## src/aesctr_pkg.sv

```systemverilog
// ----------------------------------------------------------------------------
// AES-CTR keystream package
// Shared types, constants and AES byte functions.
// ----------------------------------------------------------------------------
package aesctr_pkg;

    localparam logic [1:0] REG_KEY_LOW   = 2'd0;
    localparam logic [1:0] REG_KEY_HIGH  = 2'd1;
    localparam logic [1:0] REG_SEED_LOW  = 2'd2;
    localparam logic [1:0] REG_SEED_HIGH = 2'd3;

    localparam int BLOCK_BYTES = 16;
    localparam int NUM_ROUNDS  = 10;

    // Controller to datapath commands
    typedef struct packed {
        logic start_block;  // load counter ^ key, reset round key to cipher key
        logic do_round;     // run one round and advance the round key
        logic last_round;   // omit mix columns
        logic advance_ctr;  // step the counter
    } dp_cmd_t;

    typedef logic [7:0] byte_t;

    function automatic byte_t sbox(input byte_t a);
        byte_t t [256];
        t = '{
        8'h63,8'h7c,8'h77,8'h7b,8'hf2,8'h6b,8'h6f,8'hc5,8'h30,8'h01,8'h67,8'h2b,8'hfe,8'hd7,8'hab,8'h76,
        8'hca,8'h82,8'hc9,8'h7d,8'hfa,8'h59,8'h47,8'hf0,8'had,8'hd4,8'ha2,8'haf,8'h9c,8'ha4,8'h72,8'hc0,
        8'hb7,8'hfd,8'h93,8'h26,8'h36,8'h3f,8'hf7,8'hcc,8'h34,8'ha5,8'he5,8'hf1,8'h71,8'hd8,8'h31,8'h15,
        8'h04,8'hc7,8'h23,8'hc3,8'h18,8'h96,8'h05,8'h9a,8'h07,8'h12,8'h80,8'he2,8'heb,8'h27,8'hb2,8'h75,
        8'h09,8'h83,8'h2c,8'h1a,8'h1b,8'h6e,8'h5a,8'ha0,8'h52,8'h3b,8'hd6,8'hb3,8'h29,8'he3,8'h2f,8'h84,
        8'h53,8'hd1,8'h00,8'hed,8'h20,8'hfc,8'hb1,8'h5b,8'h6a,8'hcb,8'hbe,8'h39,8'h4a,8'h4c,8'h58,8'hcf,
        8'hd0,8'hef,8'haa,8'hfb,8'h43,8'h4d,8'h33,8'h85,8'h45,8'hf9,8'h02,8'h7f,8'h50,8'h3c,8'h9f,8'ha8,
        8'h51,8'ha3,8'h40,8'h8f,8'h92,8'h9d,8'h38,8'hf5,8'hbc,8'hb6,8'hda,8'h21,8'h10,8'hff,8'hf3,8'hd2,
        8'hcd,8'h0c,8'h13,8'hec,8'h5f,8'h97,8'h44,8'h17,8'hc4,8'ha7,8'h7e,8'h3d,8'h64,8'h5d,8'h19,8'h73,
        8'h60,8'h81,8'h4f,8'hdc,8'h22,8'h2a,8'h90,8'h88,8'h46,8'hee,8'hb8,8'h14,8'hde,8'h5e,8'h0b,8'hdb,
        8'he0,8'h32,8'h3a,8'h0a,8'h49,8'h06,8'h24,8'h5c,8'hc2,8'hd3,8'hac,8'h62,8'h91,8'h95,8'he4,8'h79,
        8'he7,8'hc8,8'h37,8'h6d,8'h8d,8'hd5,8'h4e,8'ha9,8'h6c,8'h56,8'hf4,8'hea,8'h65,8'h7a,8'hae,8'h08,
        8'hba,8'h78,8'h25,8'h2e,8'h1c,8'ha6,8'hb4,8'hc6,8'he8,8'hdd,8'h74,8'h1f,8'h4b,8'hbd,8'h8b,8'h8a,
        8'h70,8'h3e,8'hb5,8'h66,8'h48,8'h03,8'hf6,8'h0e,8'h61,8'h35,8'h57,8'hb9,8'h86,8'hc1,8'h1d,8'h9e,
        8'he1,8'hf8,8'h98,8'h11,8'h69,8'hd9,8'h8e,8'h94,8'h9b,8'h1e,8'h87,8'he9,8'hce,8'h55,8'h28,8'hdf,
        8'h8c,8'ha1,8'h89,8'h0d,8'hbf,8'he6,8'h42,8'h68,8'h41,8'h99,8'h2d,8'h0f,8'hb0,8'h54,8'hbb,8'h16
        };
        return t[a];
    endfunction

    function automatic byte_t xtime(input byte_t a);
        return {a[6:0], 1'b0} ^ (a[7] ? 8'h1b : 8'h00);
    endfunction

endpackage

```

## src/aesctr_ctrl.sv

```systemverilog
// ----------------------------------------------------------------------------
// AES-CTR controller
// Sequences blocks and rounds of one request and owns the output register.
// ----------------------------------------------------------------------------
module aesctr_ctrl import aesctr_pkg::*; #(
    parameter int MAX_REQUEST_BYTES = 1024
) (
    input  logic         aclk,
    input  logic         aresetn,
    input  logic         s_valid,
    output logic         s_ready,
    input  logic [10:0]  s_byte_count,
    output logic         m_valid,
    input  logic         m_ready,
    output logic [63:0]  m_stream_low,
    output logic [63:0]  m_stream_high,
    output logic [4:0]   m_valid_bytes,
    output logic         m_last_block,
    output dp_cmd_t      cmd,
    input  logic [127:0] state_in
);

    localparam logic [1:0] ST_IDLE  = 2'd0;
    localparam logic [1:0] ST_START = 2'd1;
    localparam logic [1:0] ST_ROUND = 2'd2;
    localparam logic [1:0] ST_OUT   = 2'd3;

    localparam logic [10:0] MAX_BYTES = 11'(MAX_REQUEST_BYTES);

    logic [1:0]  state_reg, state_next;
    logic [10:0] remain_reg, remain_next;
    logic [3:0]  round_reg, round_next;
    logic        ovalid_reg, ovalid_next;
    logic [63:0] olow_reg, ohigh_reg;
    logic [4:0]  obytes_reg;
    logic        olast_reg;
    logic [4:0]  take;
    logic        emit;

    assign take = (remain_reg < 11'(BLOCK_BYTES)) ? remain_reg[4:0] : 5'(BLOCK_BYTES);
    assign s_ready = (state_reg == ST_IDLE);
    assign emit = (state_reg == ST_OUT) && (!ovalid_reg || m_ready);

    always_comb begin
        state_next  = state_reg;
        remain_next = remain_reg;
        round_next  = round_reg;
        ovalid_next = ovalid_reg && !m_ready;
        cmd         = '0;
        case (state_reg)
            ST_IDLE: begin
                if (s_valid) begin
                    remain_next = (s_byte_count > MAX_BYTES) ? MAX_BYTES : s_byte_count;
                    if (s_byte_count != 11'd0) begin
                        state_next = ST_START;
                    end
                end
            end
            ST_START: begin
                cmd.start_block = 1'b1;
                round_next      = 4'd1;
                state_next      = ST_ROUND;
            end
            ST_ROUND: begin
                cmd.do_round   = 1'b1;
                cmd.last_round = (round_reg == 4'(NUM_ROUNDS));
                round_next     = round_reg + 4'd1;
                if (round_reg == 4'(NUM_ROUNDS)) begin
                    state_next = ST_OUT;
                end
            end
            ST_OUT: begin
                // hold the finished block until the output register frees
                if (emit) begin
                    cmd.advance_ctr = 1'b1;
                    ovalid_next     = 1'b1;
                    remain_next     = remain_reg - 11'(take);
                    state_next      = (remain_reg == 11'(take)) ? ST_IDLE : ST_START;
                end
            end
            default: begin
                state_next = ST_IDLE;
            end
        endcase
    end

    always_ff @(posedge aclk) begin
        if (!aresetn) begin
            state_reg  <= ST_IDLE;
            ovalid_reg <= 1'b0;
            remain_reg <= '0;
            round_reg  <= '0;
        end else begin
            state_reg  <= state_next;
            ovalid_reg <= ovalid_next;
            remain_reg <= remain_next;
            round_reg  <= round_next;
        end
    end

    always_ff @(posedge aclk) begin
        if (emit) begin
            olow_reg   <= state_in[63:0];
            ohigh_reg  <= state_in[127:64];
            obytes_reg <= take;
            olast_reg  <= (remain_reg == 11'(take));
        end
    end

    assign m_valid       = ovalid_reg;
    assign m_stream_low  = olow_reg;
    assign m_stream_high = ohigh_reg;
    assign m_valid_bytes = obytes_reg;
    assign m_last_block  = olast_reg;

`ifndef NO_ASSERTIONS
    a_ready_idle: assert property (@(posedge aclk) disable iff (!aresetn)
        s_ready |-> state_reg == ST_IDLE)
        else $error("ready outside idle");
    a_out_hold: assert property (@(posedge aclk) disable iff (!aresetn)
        m_valid && !m_ready |=> m_valid && $stable(m_stream_low))
        else $error("result dropped while stalled");
    a_bytes_range: assert property (@(posedge aclk) disable iff (!aresetn)
        m_valid |-> m_valid_bytes != 5'd0 && m_valid_bytes <= 5'(BLOCK_BYTES))
        else $error("valid byte count out of range");
    a_partial_last: assert property (@(posedge aclk) disable iff (!aresetn)
        m_valid && m_valid_bytes != 5'(BLOCK_BYTES) |-> m_last_block)
        else $error("partial block not last");
`endif

endmodule

```

## config.mk

```make
export PLATFORM = sky130hd
export DESIGN_NAME = aesctr_ctrl
export DESIGN_NICKNAME = d
export VERILOG_FILES = /design/src/aesctr_pkg.sv /design/src/aesctr_ctrl.sv
export SDC_FILE = /design/constraint.sdc
export NUM_CORES = 1
export LEC_CHECK = 0
export ABC_AREA = 1
export BUFFER_PORTS_ARGS = -buffer_cell sky130_fd_sc_hd__buf_2
export CELL_PAD_IN_SITES_DETAIL_PLACEMENT = 0
export CELL_PAD_IN_SITES_GLOBAL_PLACEMENT = 1
export CORE_MARGIN = 2
export CORE_UTILIZATION = 38
export CTS_BUF_LIST = sky130_fd_sc_hd__clkbuf_8
export CTS_CLUSTER_DIAMETER = 80
export DETAILED_ROUTE_END_ITERATION = 7
export PLACE_DENSITY_LB_ADDON = 0.1
export SKIP_LAST_GASP = 1
export SYNTH_ARGS = -nofsm -noshare
export SYNTH_HDL_FRONTEND = slang
export SYNTH_SLANG_ARGS = --single-unit
```

## constraint.sdc

```tcl
create_clock -name aclk -period 30.7 [get_ports aclk]
set_clock_uncertainty 0.2 [all_clocks]
set_input_delay 6.14 -clock aclk [delete_from_list [all_inputs] [get_ports aclk]]
set_output_delay 6.14 -clock aclk [all_outputs]
set_load 0.05 [all_outputs]
```

Word level (Yosys, flattened, before mapping)

Cells that the tools add are included.

Register bits after elaboration: 152
Bits of input ports: 143
Output and inout port bits: 140
Word-level logic and storage cells: 50

Add/subtract/negate cells: 2
Order comparisons: 2
Eq/ne operators: 9
Mux-type cells: 18
Reductions and logical operators: 11

Operators by type and width:

| operator                                               | number |
|---|---|
| 2-to-1 mux 11 bit                                      | 3 |
| one-hot mux 11 bit (2 select lines)                    | 1 |
| equality test 11 x 5 -> 1 bit                          | 1 |
| greater-than comparator 11 bit (second input constant) | 1 |
| < comparator 11 x 5 -> 1 bit (second input constant)   | 1 |
| nonzero test 11 bit                                    | 1 |
| subtractor 11 x 5 -> 11 bit                            | 1 |
| 2-to-1 mux 2 bit                                       | 5 |
| one-hot mux 2 bit (4 select lines)                     | 1 |
| one-hot mux 4 bit (2 select lines)                     | 1 |
| 2-to-1 mux 1 bit                                       | 6 |
| != test 2 bit (second input constant)                  | 3 |
| 2-to-1 mux 5 bit                                       | 1 |
| adder 4 x 1 -> 4 bit (second input constant)           | 1 |
| equality test 2 bit (second input constant)            | 2 |
| equality test 4 bit (second input constant)            | 1 |
| AND reduction 4 bit                                    | 1 |
| nonzero test 2 bit                                     | 2 |
| AND reduction 3 bit                                    | 1 |
| equality test 2 x 1 -> 1 bit (second input constant)   | 1 |
| logical AND 1 bit                                      | 2 |
| zero test 1 bit                                        | 2 |
| zero test 2 bit                                        | 1 |
| != test 2 x 1 -> 1 bit (second input constant)         | 1 |
| logical OR 1 bit                                       | 1 |

Depth between registers and ports, before layout

Word-level depth: 6
Depth in mapped cells: 14
Mapped depth without buffers: 14

Worst setup path after synthesis

Ideal clock, no wire load.

Kind: input -> output
Start: input m_ready
End: output cmd[0] (netlist bit)
Arrival time: 13.580 ns
Data required time: 24.360 ns
Slack: 10.780 ns
Cell stages on the path: 3
Buffers on the path: 1
Cells stage by stage: inv_1 -> a21oi_1 -> buf_4

RTL lines:

| element     | RTL line          | RTL |
|---|---|---|
| from (decl) | aesctr_ctrl.sv:14 | `input logic m_ready,` |
| to (decl)   | aesctr_ctrl.sv:19 | `output dp_cmd_t cmd,` |

==> impl_metrics.json <==
{
  "drtAntennaViolNets": 0,
  "fmax_mhz": 72.86,
  "crit_required_ns": 24.36,
  "synth_nets": 474,
  "hp-class": "reg -> reg",
  "ir_drop_v": 0.00004529,
  "synthTopCellsByCount": "edfxtp_1, nand2_1, nor2_1",
  "yosysMostFrequentCell": "edfxtp_1",
  "placedCellCount": 780,
  "crit_end": "cmd[0]",
  "tightest_slew_ns": 1.014,
  "power_density_nw_per_um2": 82.95,
  "cp.arrival_ns": 7.38,
  "area_delta_synth_final_pct": 37.96,
  "dr.first_iter.drc_count": 221,
  "setup_tns_ns": 0,
  "rsz0062_at_grt": "false",
  "slew_violations": 0,
  "critPathLaunchType": "input pin",
  "dp_hpwl_mm": 10.71,
  "fill_cells": 1210,
  "grt_pass1_wl_mm": 19.19,
  "ys_ff_latch": 152,
  "wirelength_mm": 13.95,
  "final_cells": 814,
  "yosys_warnings": 0,
  "vias": 3712,
  "setup_violations": 0,
  "die_h_um": 121.9,
  "hold_viol_final": 0,
  "io_buffers": 282,
  "r2r_cells": 5,
  "clk_latency_ns": 0.44,
  "pwr-share-seq": 0.448,
  "p_leak_nw": 3.050,
  "yosysTopAreaCell": "edfxtp_1",
  "r2r_slack_ns": 27.17,
  "wire_per_inst_um": 17.14,
  "critPathKind": "in -> out",
  "cts_sinks": 152,
  "start_util": 0.3849,
  "cts-root-buf": "clkbuf_8",
  "coreArea_sq_um": 13720,
  "synthesis.area_sq_um": 5280,
  "synth_top_area_frac": 0.7621,
  "finalCriticalPeriod_ns": 13.72,
  "status": "completed",
  "cts_buffer_depth": 2,
  "p_clk_frac": 0.236,
  "dieWidth_um": 121.9,
  "timing.rr.start": "state_reg[0]$_SDFFE_PN0P_",
  "cap_violations": 0,
  "cts_tree": "built",
  "p_int_mw": 0.3741,
  "ys.flop_type": "edfxtp_1",
  "die_area_sq_um": 14850,
  "finalCritPeriodShare": 0.4471,
  "switching_share": 0.3809,
  "switchingPower_mw": 0.2301,
  "grt_util_all_layers": 0.1807,
  "htree_levels": 4,
  "postCtsSetupBuffers": 0,
  "async_flop_share": 0,
  "first_pass_iters": 4,
  "overflow": 0,
  "cp_max_fo": 54,
  "drc": 0,
  "relSlewSlack": 0.3241,
  "nNetsFinal": 770,
  "combPwrFrac": 0.316,
  "grt_max_degree": 83,
  "drive_gt1_frac": 0.5253,
  "grt_pass1_vias": 3466,
  "via_per_inst": 4.560,
  "ctsResizeCount": 0,
  "seq_area_frac_synth": 0.8303,
  "synth_area_leaders": "edfxtp_1, dfxtp_1, a21oi_1, ha_1, nand3_1",
  "numCtsBuffers": 17,
  "syn_avg_cell_area_sq_um": 16.35,
  "r2r-end": "m_stream_low[45]$_DFFE_PP_",
  "startpoint": "m_ready",
  "crit_path_end_kind": "output port",
  "num_rows": 43,
  "synth-edff-count": 134,
  "synth_cell_types": 28,
  "utilization": 0.5310,
  "place_congestion": 0.7809,
  "cts_hold_buf": 0,
  "synthCells": 323,
  "clk_pin_slew_ns": 0.07,
  "pin_count": 283,
  "antenna_found_initial": 2
}
[cell type report]
type | instances | area (sq um) | share of cell area
flip-flops and latches | 152 | 4384 | 0.6019
repair buffers | 284 | 1426 | 0.1958
multi-input cells | 138 | 774.5 | 0.1063
clock buffers | 17 | 234.0 | 0.03212
well taps | 180 | 225.2 | 0.03092
clock inverters | 15 | 137.6 | 0.01889
inverters | 26 | 97.59 | 0.01340
diodes | 2 | 5.005 | 0.0006870
[worst max-delay path: stages]
cell     delay [ns]
buf_2          0.08
inv_1          0.07
a21oi_4        0.12
buf_4          0.54
buf_2          0.38
[layout by cell type, fill, tap and decap left out, types with 2 or more instances in the layout]
cell type	Yosys	layout
clkinvlp_4	0	3
xor2_1	2	2
conb_1	2	2
nand2_2	5	5
dfxtp_1	18	18
o21ai_0	12	12
inv_2	9	9
o21ai_1	4	4
a21oi_1	21	20
nand4_1	3	3
nand2_1	22	22
nand3_1	19	19
edfxtp_1	134	134
clkinv_2	0	2
a221oi_1	2	2
buf_4	1	2
ha_1	8	8
nand2_4	2	2
bufinv_16	0	2
a31oi_1	7	7
nor2_4	2	2
buf_2	3	282
clkinv_1	0	2
nor2_1	22	22
clkinv_4	0	2
clkbuf_8	0	17
diode_2	0	2
inv_1	17	20
[cells by family after synthesis]
| group | synth area share |
|---|---|
| buffers and inverters | 0.02512 |
| DFF | 0.8303 |
| xor gates and xnor gates | 0.004977 |
| adders and majority gates | 0.01896 |
| and+or+nand+nor | 0.06943 |
| AOI/OAI and AO/OA | 0.04976 |
| other | 0.001422 |
[power by group through the flow]
| stage | Combinational [mW] | Sequential [mW] | Clock (mW) |
|---|---|---|---|
| 2_1_floorplan | 0.0729 | 0.352 | 0 |
| 3_3_place_gp | 0.192 | 0.274 | 0 |
| 3_5_place_dp | 0.191 | 0.276 | 0 |
| 4_1_cts | 0.192 | 0.271 | 0.147 |
| 5_1_grt | 0.206 | 0.274 | 0.156 |
| 6_report | 0.191 | 0.271 | 0.143 |
[how the worst min path moves through the flow]
stage,startpoint,end,slack (ns),depth (start not counted)
3_3_place_gp,remain_reg[9]$_SDFFE_PN0P_,remain_reg[9]$_SDFFE_PN0P_,0.27,2
5_1_grt,remain_reg[9]$_SDFFE_PN0P_,remain_reg[9]$_SDFFE_PN0P_,0.31,2
4_1_cts,remain_reg[9]$_SDFFE_PN0P_,remain_reg[9]$_SDFFE_PN0P_,0.28,2
6_report,remain_reg[9]$_SDFFE_PN0P_,remain_reg[9]$_SDFFE_PN0P_,0.28,2
3_5_place_dp,remain_reg[9]$_SDFFE_PN0P_,remain_reg[9]$_SDFFE_PN0P_,0.27,2
2_1_floorplan,remain_reg[9]$_SDFFE_PN0P_,remain_reg[9]$_SDFFE_PN0P_,0.26,2
[layer usage]
layer  global-route usage  share of wire  up-vias
met2               0.3073           0.51      155
li1                     -              -     1768
met5                    0              0        -
met1               0.2020           0.38     1763
met4              0.08333          0.024        0
met3              0.06695          0.081       26
[per-stage QoR]
| stage | hold slack (ns) | power [mW] | worst slack, ns | cell area, sq um |
|---|---|---|---|---|
| 4_1_cts | 0.2818 | 0.6104 | 16.98 | 7279 |
| 3_5_place_dp | 0.2705 | 0.4670 | 16.98 | 6908 |
| 2_1_floorplan | 0.2565 | 0.4249 | 10.78 | 5280 |
| 5_1_grt | 0.3082 | 0.6356 | 16.90 | 7284 |
| 3_3_place_gp | 0.2709 | 0.4660 | 16.96 | 6908 |
| 6_report | 0.2775 | 0.6043 | 16.98 | 7284 |
Power figures use the tool's default switching activity.
